[src/sv/omniwk_pkg.sv]
// Shared types, widths and constants for the omni wheel kinematics and PWM block.
package omniwk_pkg;

   // Fixed point of speeds and register values
   localparam int FRAC_BITS = 8;
   localparam int DATA_W    = 16;

   // Register file
   localparam int NUM_REGS = 7;
   localparam int IDX_W    = 3;
   localparam logic [IDX_W-1:0] REG_COS_HEADING      = 3'd0;
   localparam logic [IDX_W-1:0] REG_SIN_HEADING      = 3'd1;
   localparam logic [IDX_W-1:0] REG_INV_WHEEL_RADIUS = 3'd2;
   localparam logic [IDX_W-1:0] REG_ARM_LENGTH       = 3'd3;
   localparam logic [IDX_W-1:0] REG_DEADBAND         = 3'd4;
   localparam logic [IDX_W-1:0] REG_PWM_GAIN         = 3'd5;
   localparam logic [IDX_W-1:0] REG_PWM_OFFSET       = 3'd6;

   // Coefficients 1/3 and 1/sqrt(3), scaled by 2^K_SHIFT
   localparam int K_SHIFT = 20;
   localparam int K_W     = K_SHIFT + 1;
   localparam logic signed [K_W-1:0] K_THIRD  = 21'sd349525;
   localparam logic signed [K_W-1:0] K_ISQRT3 = 21'sd605396;

   // Datapath widths
   localparam int PROD_W       = 2 * DATA_W;            // heading products
   localparam int PQ_W         = PROD_W + 1;            // rotated velocity
   localparam int ROT_W        = 2 * DATA_W + 1;        // turn rate times arm
   localparam int KM_W         = PQ_W + K_W;            // coefficient products
   localparam int ROUND_SHIFT  = 34;
   localparam int ROT_SHIFT    = ROUND_SHIFT - FRAC_BITS;
   localparam int T_W          = ROT_W + ROT_SHIFT + 1; // exact bracket sum
   localparam int BRK_W        = T_W - ROUND_SHIFT;     // bracket in Q format
   localparam int SPD_W        = BRK_W + DATA_W + 1;    // wheel speed
   localparam int MAG_W        = SPD_W - 1;             // speed magnitude
   localparam int PRD_W        = MAG_W + DATA_W;        // gain product
   localparam int SUM_W        = PRD_W + 1;             // gain product plus offset
   localparam int OFF_SHIFT    = 2 * FRAC_BITS;
   localparam int PWM_SHIFT    = 3 * FRAC_BITS;

   localparam logic signed [T_W-1:0] ROUND_HALF =
      {{(T_W - ROUND_SHIFT){1'b0}}, 1'b1, {(ROUND_SHIFT - 1){1'b0}}};

   // Pipeline stages
   localparam int NUM_STAGES = 9;
   localparam int ST_PROD    = 0;   // heading and arm products
   localparam int ST_PQ      = 1;   // rotated velocity sums
   localparam int ST_KMUL    = 2;   // coefficient products
   localparam int ST_KSUM    = 3;   // coefficient sum and difference
   localparam int ST_BRK     = 4;   // bracket sum and rounding
   localparam int ST_SPD     = 5;   // wheel speed
   localparam int ST_MAG     = 6;   // magnitude, deadband, direction
   localparam int ST_GAIN    = 7;   // gain product
   localparam int ST_OUT     = 8;   // offset, saturation, output register

   typedef logic signed [BRK_W-1:0] brk_type;

   typedef struct packed {
      logic [NUM_STAGES-1:0] load;
   } pipe_ctl_type;

   typedef struct packed {
      logic signed [DATA_W-1:0] cos_heading;
      logic signed [DATA_W-1:0] sin_heading;
      logic [DATA_W-1:0]        inv_wheel_radius;
      logic [DATA_W-1:0]        arm_length;
      logic [DATA_W-1:0]        deadband;
      logic [DATA_W-1:0]        pwm_gain;
      logic [DATA_W-1:0]        pwm_offset;
   } cfg_type;

   localparam cfg_type CFG_RESET = '{
      cos_heading:      16'hC000,
      sin_heading:      16'h0002,
      inv_wheel_radius: 16'd4876,
      arm_length:       16'd46,
      deadband:         16'd13,
      pwm_gain:         16'd5941,
      pwm_offset:       16'd9272
   };

endpackage

[src/sv/omniwk_wheel.sv]
// Back stages for one wheel: speed, deadband, gain, offset and PWM saturation.
module omniwk_wheel (
   input  logic                              clock,
   input  omniwk_pkg::pipe_ctl_type          ctl,
   input  omniwk_pkg::cfg_type               cfg,
   input  omniwk_pkg::brk_type               brk,
   output logic [omniwk_pkg::DATA_W-1:0]     pwm,
   output logic                              dir
);

   localparam int DATA_W    = omniwk_pkg::DATA_W;
   localparam int SPD_W     = omniwk_pkg::SPD_W;
   localparam int MAG_W     = omniwk_pkg::MAG_W;
   localparam int PRD_W     = omniwk_pkg::PRD_W;
   localparam int SUM_W     = omniwk_pkg::SUM_W;
   localparam int PWM_SHIFT = omniwk_pkg::PWM_SHIFT;

   logic signed [SPD_W-1:0] spd_ff;
   logic [MAG_W-1:0]        mag_ff;
   logic                    dead_ff, dir1_ff;
   logic [PRD_W-1:0]        prd_ff;
   logic                    dead2_ff, dir2_ff;
   logic [DATA_W-1:0]       pwm_ff;
   logic                    dir_ff;

   logic                    neg;
   logic [MAG_W-1:0]        mag_in;
   logic [MAG_W-1:0]        dead_lim;
   logic [SUM_W-1:0]        pwm_sum;
   logic [SUM_W-PWM_SHIFT-1:0] pwm_quo;
   logic [DATA_W-1:0]       pwm_in;

   // Wheel speed, scaled by 2^(2F)
   always_ff @(posedge clock) begin
      if (ctl.load[omniwk_pkg::ST_SPD]) begin
         spd_ff <= SPD_W'(brk) * $signed(SPD_W'(cfg.inv_wheel_radius));
      end
   end

   // Magnitude and deadband test
   assign neg      = spd_ff[SPD_W-1];
   assign mag_in   = neg ? MAG_W'(-spd_ff) : MAG_W'(spd_ff);
   assign dead_lim = MAG_W'(cfg.deadband) << omniwk_pkg::FRAC_BITS;

   always_ff @(posedge clock) begin
      if (ctl.load[omniwk_pkg::ST_MAG]) begin
         mag_ff  <= mag_in;
         dead_ff <= (mag_in <= dead_lim);
         dir1_ff <= !neg;
      end
   end

   // Gain product
   always_ff @(posedge clock) begin
      if (ctl.load[omniwk_pkg::ST_GAIN]) begin
         prd_ff   <= PRD_W'(mag_ff) * PRD_W'(cfg.pwm_gain);
         dead2_ff <= dead_ff;
         dir2_ff  <= dir1_ff;
      end
   end

   // Offset, truncate, saturate
   assign pwm_sum = SUM_W'(prd_ff) + (SUM_W'(cfg.pwm_offset) << omniwk_pkg::OFF_SHIFT);
   assign pwm_quo = pwm_sum[SUM_W-1:PWM_SHIFT];

   always_comb begin
      if (dead2_ff) begin
         pwm_in = '0;
      end else if (|pwm_quo[SUM_W-PWM_SHIFT-1:DATA_W]) begin
         pwm_in = '1;
      end else begin
         pwm_in = pwm_quo[DATA_W-1:0];
      end
   end

   always_ff @(posedge clock) begin
      if (ctl.load[omniwk_pkg::ST_OUT]) begin
         pwm_ff <= pwm_in;
         dir_ff <= dir2_ff;
      end
   end

   assign pwm = pwm_ff;
   assign dir = dir_ff;

endmodule

[config.mk]
export PLATFORM = sky130hd
export DESIGN_NAME = omniwk_wheel
export DESIGN_NICKNAME = d
export VERILOG_FILES = /design/src/sv/omniwk_pkg.sv /design/src/sv/omniwk_wheel.sv
export SDC_FILE = /design/constraint.sdc
export NUM_CORES = 2
export LEC_CHECK = 0
export ABC_AREA = 1
export BUFFER_PORTS_ARGS = -buffer_cell sky130_fd_sc_hd__buf_2
export CORE_UTILIZATION = 25
export CTS_CLUSTER_DIAMETER = 30
export DETAILED_ROUTE_END_ITERATION = 12
export REMOVE_ABC_BUFFERS = 1
export SYNTH_ARGS = -nofsm -noshare
export SYNTH_HDL_FRONTEND = slang
export SYNTH_SLANG_ARGS = --single-unit
[constraint.sdc]
create_clock -name clock -period 16.3 [get_ports clock]
set_input_delay 2.445 -clock clock [delete_from_list [all_inputs] [get_ports clock]]
set_output_delay 2.445 -clock clock [all_outputs]
set_load 0.03 [all_outputs]
; ---- Word level (Yosys, flattened, before mapping)
; Index checks and enable logic that the tools add are counted.
; W data, S select, Z words.
[word_totals]
elab_cells = 18
regBits = 164
mem_count = 0
ramBits = 0
latchBits = 0
output_inout_bits = 17
romBits = 0
input_bits = 148
[op_classes]
mul = 2
n_mux = 2
reduce_logical = 2
n_shift = 0
div_mod_pow = 0
eq_ne = 0
order_cmp = 1
n_addsub = 2
bitwise_logic = 0
[ops]
columns = op, n
row1 = $add A58 B32 Y59, 1
row2 = $mul A42 B16 Y58, 1
row3 = $mul A26 B17 Y43, 1
row4 = $le A42 B24 Y1, 1
row5 = $mux W42, 1
row6 = $neg A42 Y42, 1
row7 = $reduce_or A19 Y1, 1
row8 = $mux W16, 1
row9 = $logic_not A1 Y1, 1

; ---- Logic depth before layout (Yosys ltp)
[depth]
word_depth = 3
depth_mapped = 30
mapped_depth_nobuf = 28

; ---- Least setup slack after synthesis
; Ideal clock, no wire load.
[synth_timing]
path_type = input to register
start = in cfg[66] in the netlist's numbering
end = reg spd_ff[24] (data pin)
required_ps = 16042
t_arrival_ps = 7729
stages = 23
setup_ps = 258
n_path_buf = 2
setup_slack_ps = 8313
path_cell_list = clkbuf_1 > clkbuf_1 > nand2_1 > fa_1 > inv_1 > fa_1 > inv_1 > fa_1 > fa_1 > inv_1 > fa_1 > inv_1 > fa_1 > inv_1 > ha_1 > nand2_1 > nor2_1 > inv_1 > o21ai_0 > a31oi_1 > o21ai_0 > a21oi_1 > xnor2_1
[synth_via]
elab_chain_len = 1
[synth_rtl]
columns = element, line_no
row1 = "start, declared", omniwk_wheel.sv:5  ; input omniwk_pkg::cfg_type cfg,
row2 = $mul A26 B17 Y43, omniwk_wheel.sv:36  ; spd_ff <= SPD_W'(brk) * $signed(SPD_W'(cfg.inv_wheel_radius));
row3 = "end signal, assigned", omniwk_wheel.sv:36
row4 = "end, declared", omniwk_wheel.sv:18  ; logic signed [SPD_W-1:0] spd_ff;
; Every way passes these cells.
; A chain may end at the register's enable or synchronous reset.

; ---- Worst setup path after layout
[layout_timing]
start = in cfg[17] in the netlist's numbering
end = reg prd_ff[47] (data pin)
[layout_via]
elab_chain_len = 1
[layout_rtl]
columns = element, line_no
row1 = $mul A42 B16 Y58, omniwk_wheel.sv:56  ; prd_ff <= PRD_W'(mag_ff) * PRD_W'(cfg.pwm_gain);
row2 = "end signal, assigned", omniwk_wheel.sv:56
row3 = "end, declared", omniwk_wheel.sv:21  ; logic [PRD_W-1:0] prd_ff;
; Every way passes these cells.

==> out/qor.yml <==
synth.cell_area_sq_mm: 0.0461
fin_area_sq_mm: 0.0493
crit_start: "cfg[17]"
worstPathRequired_ps: 16500
cts_tree: "yes"
synth_most_common_cell: "inv_1"
tightest_slew_ps: 1100
clk_pin_slew_ps: 70
vias: 36100
avgViaCountPerCell: 4.33
synth_top_area_frac: 0.418
crit_end: "prd_ff[47]"
ctsHoldBuffers: 0
grtUsageTotal: 0.139
synthCells: 5992
multi_input_area_sq_mm: 0.0339
path_delay_family: "adder cells"
placed_area_sq_mm: 0.0488
syn2layout_area_growth_pct: 7.06
final_max_slew_viol_count: 0
dp_hpwl_mm: 102
grt_overflow: 0
maxCapViolations: 0
fin_skew_ps: 18.1
initial_core_util: 0.252
slowest_delay_ps: 770
path_buf_inv: 5
async_reset_ff_frac: 0
layout_setup_ws_ps: 7680
fin_crit_ps: 8620
cp-start-kind: "primary input"
wl_per_cell_um: 15.1
timing.rr.end: "prd_ff[47]"
antenna_cells: 0
synth_cell_type_count: 46
antenna_found_initial: 4
cts_sinks: 148
clk_path_buf_depth: 2
crit_chain: "buf_2 > nand2_1 > fa_1 > fa_1 > fa_1 > inv_1 > fa_1 > fa_1 > inv_1 > fa_1 > inv_1 > ha_1 > nand2_1 > nor2_1 > inv_1 > nor2_1 > nand4_1 > o21ai_1 > nand3_1 > nand2_1 > nand2_1 > nand3_1 > nand2_1"
cts_setup_buffers: 0
num_rows: 157
finalCritPeriodShare: 0.529
final_nets: 7237
yosysSeqAreaShare: 0.0964
max_freq_mhz: 116
fin_setup_tns_ps: 0
status: "complete, no violations"
synth_warnings: 0
layout-drive-gt1-share: 0.0334
grt_max_degree: 45
first_global_vias: 39600
routed_wl_mm: 126
r2r-start: "mag_ff[14]"
holdWs_ps: 453
cts-root-buf: "clkbuf_16"
core_sq_mm: 0.183
slowest_stage: "buf_2"
die_w_um: 431
cts_buffers: 17
seq_area_sq_mm: 0.00444
gp_congestion: 0.935
drt_iter0_markers: 1999
cts_resized: 0
ant_nets: 0
worst-r2r-cell-count: 22
grt_pass1_wl_mm: 208
htree_levels: 4
dieArea_sq_mm: 0.186
hold_class: "reg2reg"
clk_latency_ps: 460
worstSetupPathDepth: 23
path_max_fanout: 42
synth-seq-cells: 148
end_kind: "register"
synth_edf_count: 148
drt_first_pass_iters: 8
syn_area_per_cell_sq_um: 7.69
hold_viol_final: 0
drc: 0
synth_flop_cell: "edfxtp_1"
yosys-top-cells-count: "inv_1 (1775), nand2_1 (1637), fa_1 (962)"
final-setup-viol-count: 0
rsz0062_at_grt: "no"
crit_type: "in2reg"
yosysTopAreaCell: "fa_1"
pin_count: 165
ys_top_cells_by_area: "fa_1 (42%), inv_1 (14%), nand2_1 (13%)"
dieHeight_um: 431
port_buffers: 111
crit_path_frequent_cell: "fa_1"
crit_arrival_ps: 8820
r2r_setup_slack_ps: 9610
pre_cts_slack_ps: 7320
slew_headroom: 0.269
n_fill_cell: 20100
[metrics by stage]
step           utilization  cells
2_1_floorplan            -   5720
5_1_grt              0.269   8340
3_5_place_dp         0.266   8308
3_3_place_gp         0.266   8308
6_report             0.269   8340
4_1_cts              0.269   8340
[layer usage]
metal	track usage	vias up	share of wire
met4	0.0297	0	0.019
met5	0	-	0
li1	-	16800	-
met1	0.182	18000	0.44
met3	0.0146	171	0.054
met2	0.245	1108	0.49
[state kept, by name, indices dropped and copies added, names as in the netlist]
| register | cells |
|---|---|
| prd_ff | 42 |
| dir2_ff | 1 |
| dead2_ff | 1 |
| dir1_ff | 1 |
| mag_ff | 42 |
| pwm | 16 |
| spd_ff | 43 |
| dead_ff | 1 |
| dir | 1 |
[worst register-to-register path, delay by kind of cell, from the launching register on]
family                     cells  cell delay [ps]
buffers and inverters          4              260
adders and majority gates      7             3410
AOI/OAI and AO/OA              1              510
DFF                            1              960
and+or+nand+nor               10             1310
[area by class of cell]
class                           count  share of cell area
Clock buffer                       17             0.00862
Sequential cell                   148              0.0901
Multi-Input combinational cell   3794               0.688
Clock inverter                     15             0.00271
Tap cell                         2464              0.0625
Inverter                         1778               0.135
Timing Repair Buffer              124              0.0132
[layout by cell type (no fill, tap or decap), types with 3 or more instances in the layout]
cell	netlist	final
inv_1	1775	1775
nand2_1	1637	1637
fa_1	962	962
ha_1	264	264
nor2_1	241	241
a21oi_1	153	153
edfxtp_1	148	148
buf_2	2	111
nand3_1	100	100
o21ai_0	91	91
xor2_1	83	83
xnor2_1	49	49
nand4_1	48	48
nor3_1	29	29
clkbuf_16	0	17
a31oi_1	16	16
nor4_1	14	14
buf_4	1	13
o21bai_1	12	12
a21o_1	11	11
nor2_2	10	10
nor3_2	9	9
o21ai_1	9	9
o211ai_1	9	9
nand2_2	8	8
inv_6	0	6
o21a_1	5	5
or2_2	5	5
inv_8	0	4
a211oi_1	3	3
a21boi_0	3	3
nand3b_1	3	3
inv_2	3	3
nor2_4	3	3
[how the worst min path moves through the flow]
| stage | cells after the start | from | endpoint | slack [ps] |
|---|---|---|---|---|
| 2_1_floorplan | 0 | dead_ff | dead2_ff | 400 |
| 3_3_place_gp | 0 | dir2_ff | dir | 410 |
| 3_5_place_dp | 0 | dir2_ff | dir | 450 |
| 4_1_cts | 0 | dir2_ff | dir | 460 |
| 5_1_grt | 0 | dir2_ff | dir | 460 |
| 6_report | 0 | dir2_ff | dir | 450 |
[cells by family after synthesis]
group | Yosys count | share of synthesized area
AND/OR/NAND/NOR | 2115 | 0.183
flip-flops | 148 | 0.0964
adder cells (fa/ha/maj) | 1226 | 0.490
buffers and inverters | 2050 | 0.167
XOR/XNOR | 132 | 0.0251
AO/OA/AOI/OAI | 321 | 0.0383
Power is left out: the tool's default activity adds up to more than one toggle a clock period on the data nets, which glitch-free logic cannot reach.
