### config.mk
export PLATFORM = sky130hd
export DESIGN_NAME = omniwk_csr
export DESIGN_NICKNAME = d
export VERILOG_FILES = /design/src/sv/omniwk_pkg.sv /design/src/sv/omniwk_csr.sv
export SDC_FILE = /design/constraint.sdc
export NUM_CORES = 1
export LEC_CHECK = 0
export BUFFER_PORTS_ARGS = -buffer_cell sky130_fd_sc_hd__clkbuf_2
export CAP_MARGIN = 20
export CORE_MARGIN = 4
export CORE_UTILIZATION = 35
export DETAILED_ROUTE_END_ITERATION = 10
export PLACE_DENSITY_LB_ADDON = 0.2
export SYNTH_ARGS = -nofsm -noshare
export SYNTH_HDL_FRONTEND = slang
export SYNTH_SLANG_ARGS = --single-unit
export TNS_END_PERCENT = 5
### constraint.sdc
create_clock -name clock -period 1.2 [get_ports clock]
set_input_delay 0.06 -clock clock [delete_from_list [all_inputs] [get_ports clock]]
set_output_delay 0.06 -clock clock [all_outputs]
set_load 0.005 [all_outputs]
### src/sv/omniwk_pkg.sv
// Shared types, widths and constants for the omni wheel kinematics and PWM block.
package omniwk_pkg;

   // Fixed point of speeds and register values
   localparam int FRAC_BITS = 8;
   localparam int DATA_W    = 16;

   // Register file
   localparam int NUM_REGS = 7;
   localparam int IDX_W    = 3;
   localparam logic [IDX_W-1:0] REG_COS_HEADING      = 3'd0;
   localparam logic [IDX_W-1:0] REG_SIN_HEADING      = 3'd1;
   localparam logic [IDX_W-1:0] REG_INV_WHEEL_RADIUS = 3'd2;
   localparam logic [IDX_W-1:0] REG_ARM_LENGTH       = 3'd3;
   localparam logic [IDX_W-1:0] REG_DEADBAND         = 3'd4;
   localparam logic [IDX_W-1:0] REG_PWM_GAIN         = 3'd5;
   localparam logic [IDX_W-1:0] REG_PWM_OFFSET       = 3'd6;

   // Coefficients 1/3 and 1/sqrt(3), scaled by 2^K_SHIFT
   localparam int K_SHIFT = 20;
   localparam int K_W     = K_SHIFT + 1;
   localparam logic signed [K_W-1:0] K_THIRD  = 21'sd349525;
   localparam logic signed [K_W-1:0] K_ISQRT3 = 21'sd605396;

   // Datapath widths
   localparam int PROD_W       = 2 * DATA_W;            // heading products
   localparam int PQ_W         = PROD_W + 1;            // rotated velocity
   localparam int ROT_W        = 2 * DATA_W + 1;        // turn rate times arm
   localparam int KM_W         = PQ_W + K_W;            // coefficient products
   localparam int ROUND_SHIFT  = 34;
   localparam int ROT_SHIFT    = ROUND_SHIFT - FRAC_BITS;
   localparam int T_W          = ROT_W + ROT_SHIFT + 1; // exact bracket sum
   localparam int BRK_W        = T_W - ROUND_SHIFT;     // bracket in Q format
   localparam int SPD_W        = BRK_W + DATA_W + 1;    // wheel speed
   localparam int MAG_W        = SPD_W - 1;             // speed magnitude
   localparam int PRD_W        = MAG_W + DATA_W;        // gain product
   localparam int SUM_W        = PRD_W + 1;             // gain product plus offset
   localparam int OFF_SHIFT    = 2 * FRAC_BITS;
   localparam int PWM_SHIFT    = 3 * FRAC_BITS;

   localparam logic signed [T_W-1:0] ROUND_HALF =
      {{(T_W - ROUND_SHIFT){1'b0}}, 1'b1, {(ROUND_SHIFT - 1){1'b0}}};

   // Pipeline stages
   localparam int NUM_STAGES = 9;
   localparam int ST_PROD    = 0;   // heading and arm products
   localparam int ST_PQ      = 1;   // rotated velocity sums
   localparam int ST_KMUL    = 2;   // coefficient products
   localparam int ST_KSUM    = 3;   // coefficient sum and difference
   localparam int ST_BRK     = 4;   // bracket sum and rounding
   localparam int ST_SPD     = 5;   // wheel speed
   localparam int ST_MAG     = 6;   // magnitude, deadband, direction
   localparam int ST_GAIN    = 7;   // gain product
   localparam int ST_OUT     = 8;   // offset, saturation, output register

   typedef logic signed [BRK_W-1:0] brk_type;

   typedef struct packed {
      logic [NUM_STAGES-1:0] load;
   } pipe_ctl_type;

   typedef struct packed {
      logic signed [DATA_W-1:0] cos_heading;
      logic signed [DATA_W-1:0] sin_heading;
      logic [DATA_W-1:0]        inv_wheel_radius;
      logic [DATA_W-1:0]        arm_length;
      logic [DATA_W-1:0]        deadband;
      logic [DATA_W-1:0]        pwm_gain;
      logic [DATA_W-1:0]        pwm_offset;
   } cfg_type;

   localparam cfg_type CFG_RESET = '{
      cos_heading:      16'hC000,
      sin_heading:      16'h0002,
      inv_wheel_radius: 16'd4876,
      arm_length:       16'd46,
      deadband:         16'd13,
      pwm_gain:         16'd5941,
      pwm_offset:       16'd9272
   };

endpackage

### src/sv/omniwk_csr.sv
// Configuration register file: heading, geometry, deadband and PWM mapping.
module omniwk_csr (
   input  logic                              clock,
   input  logic                              reset,
   input  logic                              csr_valid,
   output logic                              csr_ready,
   input  logic [omniwk_pkg::IDX_W-1:0]      csr_index,
   input  logic [omniwk_pkg::DATA_W-1:0]     csr_data,
   output omniwk_pkg::cfg_type               cfg
);

   omniwk_pkg::cfg_type cfg_ff;
   omniwk_pkg::cfg_type cfg_in;

   // Register write decode; index seven is ignored
   always_comb begin
      cfg_in = cfg_ff;
      if (csr_valid) begin
         case (csr_index)
            omniwk_pkg::REG_COS_HEADING:      cfg_in.cos_heading      = csr_data;
            omniwk_pkg::REG_SIN_HEADING:      cfg_in.sin_heading      = csr_data;
            omniwk_pkg::REG_INV_WHEEL_RADIUS: cfg_in.inv_wheel_radius = csr_data;
            omniwk_pkg::REG_ARM_LENGTH:       cfg_in.arm_length       = csr_data;
            omniwk_pkg::REG_DEADBAND:         cfg_in.deadband         = csr_data;
            omniwk_pkg::REG_PWM_GAIN:         cfg_in.pwm_gain         = csr_data;
            omniwk_pkg::REG_PWM_OFFSET:       cfg_in.pwm_offset       = csr_data;
            default: ;
         endcase
      end
   end

   always_ff @(posedge clock) begin
      if (reset) begin
         cfg_ff <= omniwk_pkg::CFG_RESET;
      end else begin
         cfg_ff <= cfg_in;
      end
   end

   assign csr_ready = 1'b1;
   assign cfg       = cfg_ff;

endmodule

Yosys cells after proc, flatten, opt, wreduce, memory -nomap -nowiden
Cells that the tools add are included.
W data, S select, Z words.
{"block": "op_classes", "eq_ne": 6, "n_reduce_logical": 8}
{"op": "$reduce_and A2 Y1", "n": 7}
{"op": "$eq A3 B3 Y1 const B", "n": 3}
{"op": "$eq A3 B2 Y1 const B", "n": 2}
{"op": "$eq A3 B1 Y1 const B", "n": 1}
{"op": "$logic_not A3 Y1", "n": 1}
{"block": "totals", "output_inout_bits": 113, "ff_bits": 112}

Depth between registers and ports, before layout
Gate-level depths: netlist of the first run.
{"block": "logic_depth", "word_depth": 2, "ltp_mapped": 4, "ltp_nobuf": 2}

Worst setup path after synthesis of the first run
Ideal clock, no wire load.
{"block": "synth_path", "path_type": "input -> register", "from": "in csr_index[0] (netlist bit)", "to": "reg cfg_ff, in the netlist cfg[103]", "setup_time_ps": 125, "n_path_buf": 2, "t_arrival_ps": 973, "required_time_ps": 1075, "slack_ps": 102, "stages": 4, "cell_sequence": "or4b_1 buf_6 buf_12 mux2i_1"}
{"block": "synth_between", "elab_chain_cells": 2}
{"item": "start, declared", "line_no": "omniwk_csr.sv:7", "text": "input logic [omniwk_pkg::IDX_W-1:0] csr_index,"}
{"item": "$logic_not A3 Y1", "line_no": "omniwk_csr.sv:19", "text": "case (csr_index)"}
{"item": "$reduce_and A2 Y1 (no source line)"}
{"item": "end signal, assigned", "line_no": "omniwk_csr.sv:34", "text": "cfg_ff <= omniwk_pkg::CFG_RESET;"}
{"item": "end signal, assigned", "line_no": "omniwk_csr.sv:36", "text": "cfg_ff <= cfg_in;"}
{"item": "end, declared", "line_no": "omniwk_csr.sv:12", "text": "omniwk_pkg::cfg_type cfg_ff;"}
Every way passes these cells.
A chain may end at the register's enable or synchronous reset.

==> impl_results.md, run 1 <==
- Final period utilization: 0.783
- H-tree depth: 3
- Worst stage delay on the critical path: 0.54 ns
- Final hold slack: 0.0195 ns
- Buffers on Ports: 133
- Root buf cell: clkbuf_16
- Yosys cell types: 15
- Max_cap viols: 0
- Core area: 12200 um2
- CTS sink cnt: 112
- CP max FO: 6
- Syn avg cell area: 10.9 um2
- Post-synthesis mux area share: 0.256
- Area leader, netlist: dfxtp_1
- Post-synthesis adder-cell area fraction: 0
- Yosys warns: 0
- Compound-cell area share of the yosys netlist: 0
- Register area: 2240 um2
- Syn Inst Count: 404
- 1st-pass router iterations: 4
- Fillers: 1179
- Synthesized area: 4380 um2
- Worst path arrival time: 1.16 ns
- Post-CTS Resized: 0
- Die width: 120 um
- Drc violations: 0
- CP Launch Type: input pin
- Fin nets: 560
- Pwr/cell area: 1360 nW/um2
- Clk pin slew, worst setup/hold paths: 0.07 ns
- Antenna violations before repair: 0
- Final hold vios: 0
- Dpl cell area: 5290 um2
- Post-placement cell count: 693
- TritonCTS Buffers: 9
- Crit-path leading delay family: buffers and inverters
- Max FFs per register: 112
- Synth Area in Simple Gates: 0.196
- Die H: 120 um
- Clock Power Share: 0.422
- Grt total ovfl: 0
- All-Layer GR Usage: 0.168
- Internal Power: 0.00595 W
- CP endpoint kind: register
- DRT iter0 DRCs: 147
- Largest net degree at the start of global routing: 59
- Switch share: 0.221
- IO Count: 135
- Initial core utilization: 0.360
- Largest cells by area after synthesis: dfxtp_1, mux2i_1, nand2b_1, nor2_1, clkbuf_1
- Worst-Skew Late Latency: 0.34 ns
- Crit path kind: input pin to register
- Final core utilization: 0.463
- Fin area: 5630 um2
- Vias in the first global route: 3418
- Die ar.: 14400 um2
- Vias/cell: 4.58
- Peak Freq: 1.06 GHz
- RSZ-0062 raised after global routing: no
- Area Growth Syn to Fin: 28.5%
- Sequential share of the synthesized area: 0.511
- Clk buf depth: 2
- Setup TNS: 0 ns
- CTS tree: built
- Gp weighted congestion: 0.746
- Yosys top cell area share: 0.511
- Slowest CP cell: dlygate4sd3_1
- Post-Route WL: 11700 um
- Layout cells sized above 1: 0.308
- Setup Skew: 0 ns
- Net Sw Power: 0.00169 W
- Outcome: completed
- Final ANT Viol Nets: 0
- Minimum clock period: 0.939 ns
- Post-Synth XOR/XNOR Area: 0
- Final Non-Filler Cells: 711
- Post-DP HPWL: 8490 um
- First-pass GRT wire length: 18700 um
- Leak Pwr: 2.89 nW
- Seq pwr share: 0.503
- Ant. Diodes: 0
- Post-synth net total: 426
- Max-slew violations: 0
- Crit path buf inv count: 2
- Logic pwr share: 0.074
- Area occupied by multi-input gates: 1980 um2
- Critical path cell sequence: dlygate4sd3_1 -> clkbuf_2 -> nand2b_1 -> mux2i_1
- VDD IR max: 0.548 mV
- Vias after detailed routing: 3253
- Largest family of logic cells by synthesized area: multiplexers
- Hold Path Class: input pin to register
- Final setup fails: 0
- Synth Register Bits: 112
- Wire length per cell: 16.5 um
- Std cell rows: 40
- Req. time, crit path: 1.42 ns
[metrics by stage]
step	worst slack, ns	total power, W
detailed placement	0.00462	0.00450
finish	0.261	0.00764
global placement	0.0184	0.00449
CTS	0.258	0.00772
floorplan	0.102	0.00423
global route	0.196	0.00791
[power by group through the flow]
stage | clock, W | sequential, W | combinational (W)
3_3_place_gp | 0 | 0.00393 | 0.000560
3_5_place_dp | 0 | 0.00393 | 0.000568
6_report | 0.00323 | 0.00384 | 0.000566
4_1_cts | 0.00330 | 0.00385 | 0.000575
5_1_grt | 0.00343 | 0.00385 | 0.000623
2_1_floorplan | 0 | 0.00393 | 0.000300
[cells in the mapped netlist]
cell and number:
dfxtp_1 112, mux2i_1 112, nand2b_1 100, nor2_1 41
clkbuf_1 15, buf_2 11, nand4b_1 3, buf_4 2
nand4bb_1 2, and4bb_2 1, buf_12 1, buf_6 1
conb_1 1, nor4b_1 1, or4b_1 1
[cells in the final DEF, fill, tap and decap left out, types with 2 or more instances in the layout]
cell type	instances
mux2i_1	112
buf_4	15
clkbuf_16	9
buf_12	4
nand4b_1	3
nor2_1	41
nand2b_1	100
clkbuf_2	132
bufinv_16	2
nand4bb_1	2
dfxtp_1	112
clkinvlp_4	2
dlygate4sd3_1	2
[cell families (layout without fill, tap and decap cells)]
group | after synthesis | in the layout
flip-flops | 112 | 112
other | 1 | 1
AND/OR/NAND/NOR | 149 | 149
buffers and inverters | 30 | 169
multiplexers | 112 | 112
[area by class of cell]
cell class / instances / area share
flip-flops and latches: 112 / 0.398
multi-input cells: 262 / 0.352
repair buffers: 153 / 0.155
clock buffers: 11 / 0.0431
well taps: 168 / 0.0373
clock inverters: 5 / 0.0142
[metal layers]
layer  up-vias  routed length (um)  track usage
met2        97                5100        0.254
met1      1547                5740        0.231
li1       1597                   -            -
met3        12                 696       0.0434
met4         0                 189       0.0573
met5         -                   0            0
[repair_timing]
item | 4_1_cts | 5_1_grt
setup buffers | 0 | 0
hold buffers | 2 | 0
endpoints found under the hold margin | 2 | 0
[final timing paths]
path,startpoint,endpoint,slack (ns),cells past startpoint
setup / recovery,csr_data[14],cfg[30]$_SDFFE_PP0P_,0.26,4
hold / removal,csr_data[1],cfg[49]$_SDFFE_PP1P_,0.02,3
setup reg to reg,cfg[51]$_SDFFE_PP1P_,cfg[51]$_SDFFE_PP1P_,0.56,2
hold reg to reg,cfg[88]$_SDFFE_PP0P_,cfg[88]$_SDFFE_PP0P_,0.47,2
[worst reg2reg max path, stage by stage, from the launching register on]
cell	delay (ns)
dfxtp_1	0.33
nor2_1	0.12
mux2i_1	0.07
Note: power is estimated with default switching activity, not from simulation.
==> run 2: changes to the inputs <==
- ABC_AREA: unset -> 1
- clock period: 1.2 -> 0.9 ns (I/O delays scaled with it)
==> impl_results.md, run 2 <==
- CP max FO: 2 (-4)
- Worst r2r src: cfg[63]$_SDFFE_PP0P_
- Leak Pwr: 2.75 nW (-5.1%)
- Hold Path Class: input pin to register
- All-Layer GR Usage: 0.197 (+0.0294)
- Most common cell after layout, fill and taps aside: nor2_1
- Gp weighted congestion: 0.805 (+8.0%)
- Yosys cell types: 14 (-1)
- Largest net degree at the start of global routing: 39 (-34%)
- Clk pin slew, worst setup/hold paths: 0.07 ns (about the same)
- Vias after detailed routing: 4310 (+32%)
- Area leader, netlist: dfxtp_1
- 1st-pass router iterations: 5 (+1)
- Yosys top cell area share: 0.511 (about the same)
- CTS sink cnt: 112 (unchanged)
- Vias in the first global route: 4234 (+24%)
- Syn avg cell area: 7.11 um2 (-35%)
- Post-synthesis mux area share: 0 (-0.256)
- Antenna violations before repair: 0 (unchanged)
- Final ANT Viol Nets: 0 (unchanged)
- FFs w/ async S/R, synth: 0 (unchanged)
- Final hold vios: 0 (unchanged)
- Post-Synth XOR/XNOR Area: 0 (unchanged)
- Post-DP HPWL: 9670 um (+14%)
- Fin area: 5750 um2 (+2.1%)
- Crit-path leading delay family: flip-flops
- Worst-Skew Late Latency: 0.34 ns (about the same)
- Post-synthesis adder-cell area fraction: 0 (unchanged)
- Post-Route WL: 14000 um (+19%)
- Post-synth EDFFs: 0 (unchanged)
- CP startpoint: cfg[63]$_SDFFE_PP0P_
- Slowest CP cell: dfxtp_1
- DRT iter0 DRCs: 281 (+91%)
- Setup Buffers After CTS: 0 (unchanged)
- Compound-cell area share of the yosys netlist: 0 (unchanged)
- Max FFs per register: 112 (unchanged)
- Largest cells by area after synthesis: dfxtp_1, nor2_1, nand2_1, nand3_1, buf_2
- Setup Skew: 0 ns (unchanged)
- IO Count: 135 (unchanged)
- Most common cell in the netlist: nor2_1
- Final period utilization: 0.978
- H-tree depth: 3 (unchanged)
- VDD IR max: 0.820 mV (+50%)
- Buffers on Ports: 133 (unchanged)
- Syn Inst Count: 617 (+53%)
- Hold Crit Start: csr_data[2]
- Max_cap viols: 0 (unchanged)
- Post-synth net total: 639 (+50%)
- Std cell rows: 40 (unchanged)
- Max-slew violations: 0 (unchanged)
- Drc violations: 0 (unchanged)
- Pwr/cell area: 1730 nW/um2 (+28%)
- Final setup fails: 0 (unchanged)
- Core area: 12200 um2 (unchanged)
- Wire length per cell: 15.2 um (-7.8%)
- Outcome: completed
- Die H: 120 um (about the same)
- Clk buf depth: 2 (unchanged)
- Synthesized area: 4390 um2 (about the same)
- Yosys warns: 0 (unchanged)
- Worst path arrival time: 0.83 ns (-0.33 ns)
- Root buf cell: clkbuf_16
- Ys flop type: dfxtp_1
- Ant. Diodes: 0 (unchanged)
- Req. time, crit path: 0.85 ns (-0.57 ns)
- CP Launch Type: register
- Fin nets: 773 (+38%)
- Area Growth Syn to Fin: 31.2%
- First-pass GRT wire length: 22200 um (+19%)
- Crit path kind: register to output pin
- RSZ-0062 raised after global routing: yes
- Commonest cells post-synth: nor2_1, nand2_1, dfxtp_1, nand3_1, inv_1
- Commonest non-fill, non-tap cells in the layout: nor2_1, nand2_1, clkbuf_2
- Die ar.: 14400 um2 (about the same)
- Vias/cell: 4.68 (+2.3%)
- Largest family of logic cells by synthesized area: simple AND/OR/NAND/NOR gates
- Critical path cell sequence: clkbuf_2
- Worst stage delay on the critical path: 0.36 ns (-0.18 ns)
- Crit path buf inv count: 1 (-1)
- Peak Freq: 1.14 GHz
- Minimum clock period: 0.880 ns
- Initial core utilization: 0.361 (about the same)
- CP endpoint kind: output pin
- Dpl cell area: 5370 um2 (+1.5%)
- Synth Area in Simple Gates: 0.426 (+0.230)
- Synth Register Bits: 112 (unchanged)
- Sequential share of the synthesized area: 0.511 (about the same)
- CTS tree: built
- Setup TNS: 0 ns (unchanged)
- Layout cells sized above 1: 0.263 (-0.0446)
- Grt total ovfl: 0 (unchanged)
- Die width: 120 um (about the same)
- TritonCTS Buffers: 9 (unchanged)
## run 2: cell types whose count changed after synthesis, moves of 7 or more
cell / before / now
buf_1: 0 / 7
nand2_1: 0 / 151
nor2_1: 41 / 170
nor2_4: 0 / 7
inv_1: 0 / 20
buf_2: 11 / 18
nand2b_1: 100 / 0
nand3_1: 0 / 112
clkbuf_1: 15 / 6
mux2i_1: 112 / 0
## run 2: worst paths after layout
kind,slack (ns),endpoint,cells past startpoint
hold / removal,0.04,cfg[34]$_SDFFE_PP1P_,3
setup reg to reg,0.31,cfg[63]$_SDFFE_PP0P_,2
hold reg to reg,0.46,cfg[5]$_SDFFE_PP1P_,2
setup / recovery,0.02,cfg[63],1
## run 2: timing repair
item	in CTS	in global routing
hold buffers	11	0
setup endpoints to repair	0	35
hold endpoints to repair	20	0
resized for setup	0	23
## run 2: metal layers
metal,global-route usage,share of wire,up-vias
li1,-,-,2184
met4,0.0852,0.028,0
met3,0.0443,0.064,21
met1,0.246,0.44,1980
met5,0,0,-
met2,0.325,0.47,125
## run 2: layout make-up
class	count	area, um2
Clock inverter	2	10.0
Timing Repair Buffer	160	1060
Multi-Input combinational cell	445	1880
Inverter	23	87.6
Fill cell	1303	6410
Tap cell	168	210
Sequential cell	112	2260
Clock buffer	11	233
## run 2: power by group
part           switching [W]  total, W  internal, W
clock network        0.00169   0.00351      0.00183
registers          0.0000994   0.00524      0.00514
logic               0.000736   0.00123     0.000495
## run 2: logic make-up after synthesis
group | Yosys count
buffers and inverters | 60
DFF | 112
other | 1
and+or+nand+nor | 444
## run 2: through the flow
stage	setup slack [ns]	utilization	cells	hold slack (ns)	power, W
2_1_floorplan	0.0930	-	617	0.158	0.00596
3_3_place_gp	-0.125	0.442	897	0.266	0.00652
3_5_place_dp	-0.176	0.442	897	0.278	0.00654
4_1_cts	0.00115	0.471	921	0.0155	0.0101
5_1_grt	-0.0358	0.473	921	0.0365	0.0104
6_report	0.0200	0.473	921	0.0418	0.00998
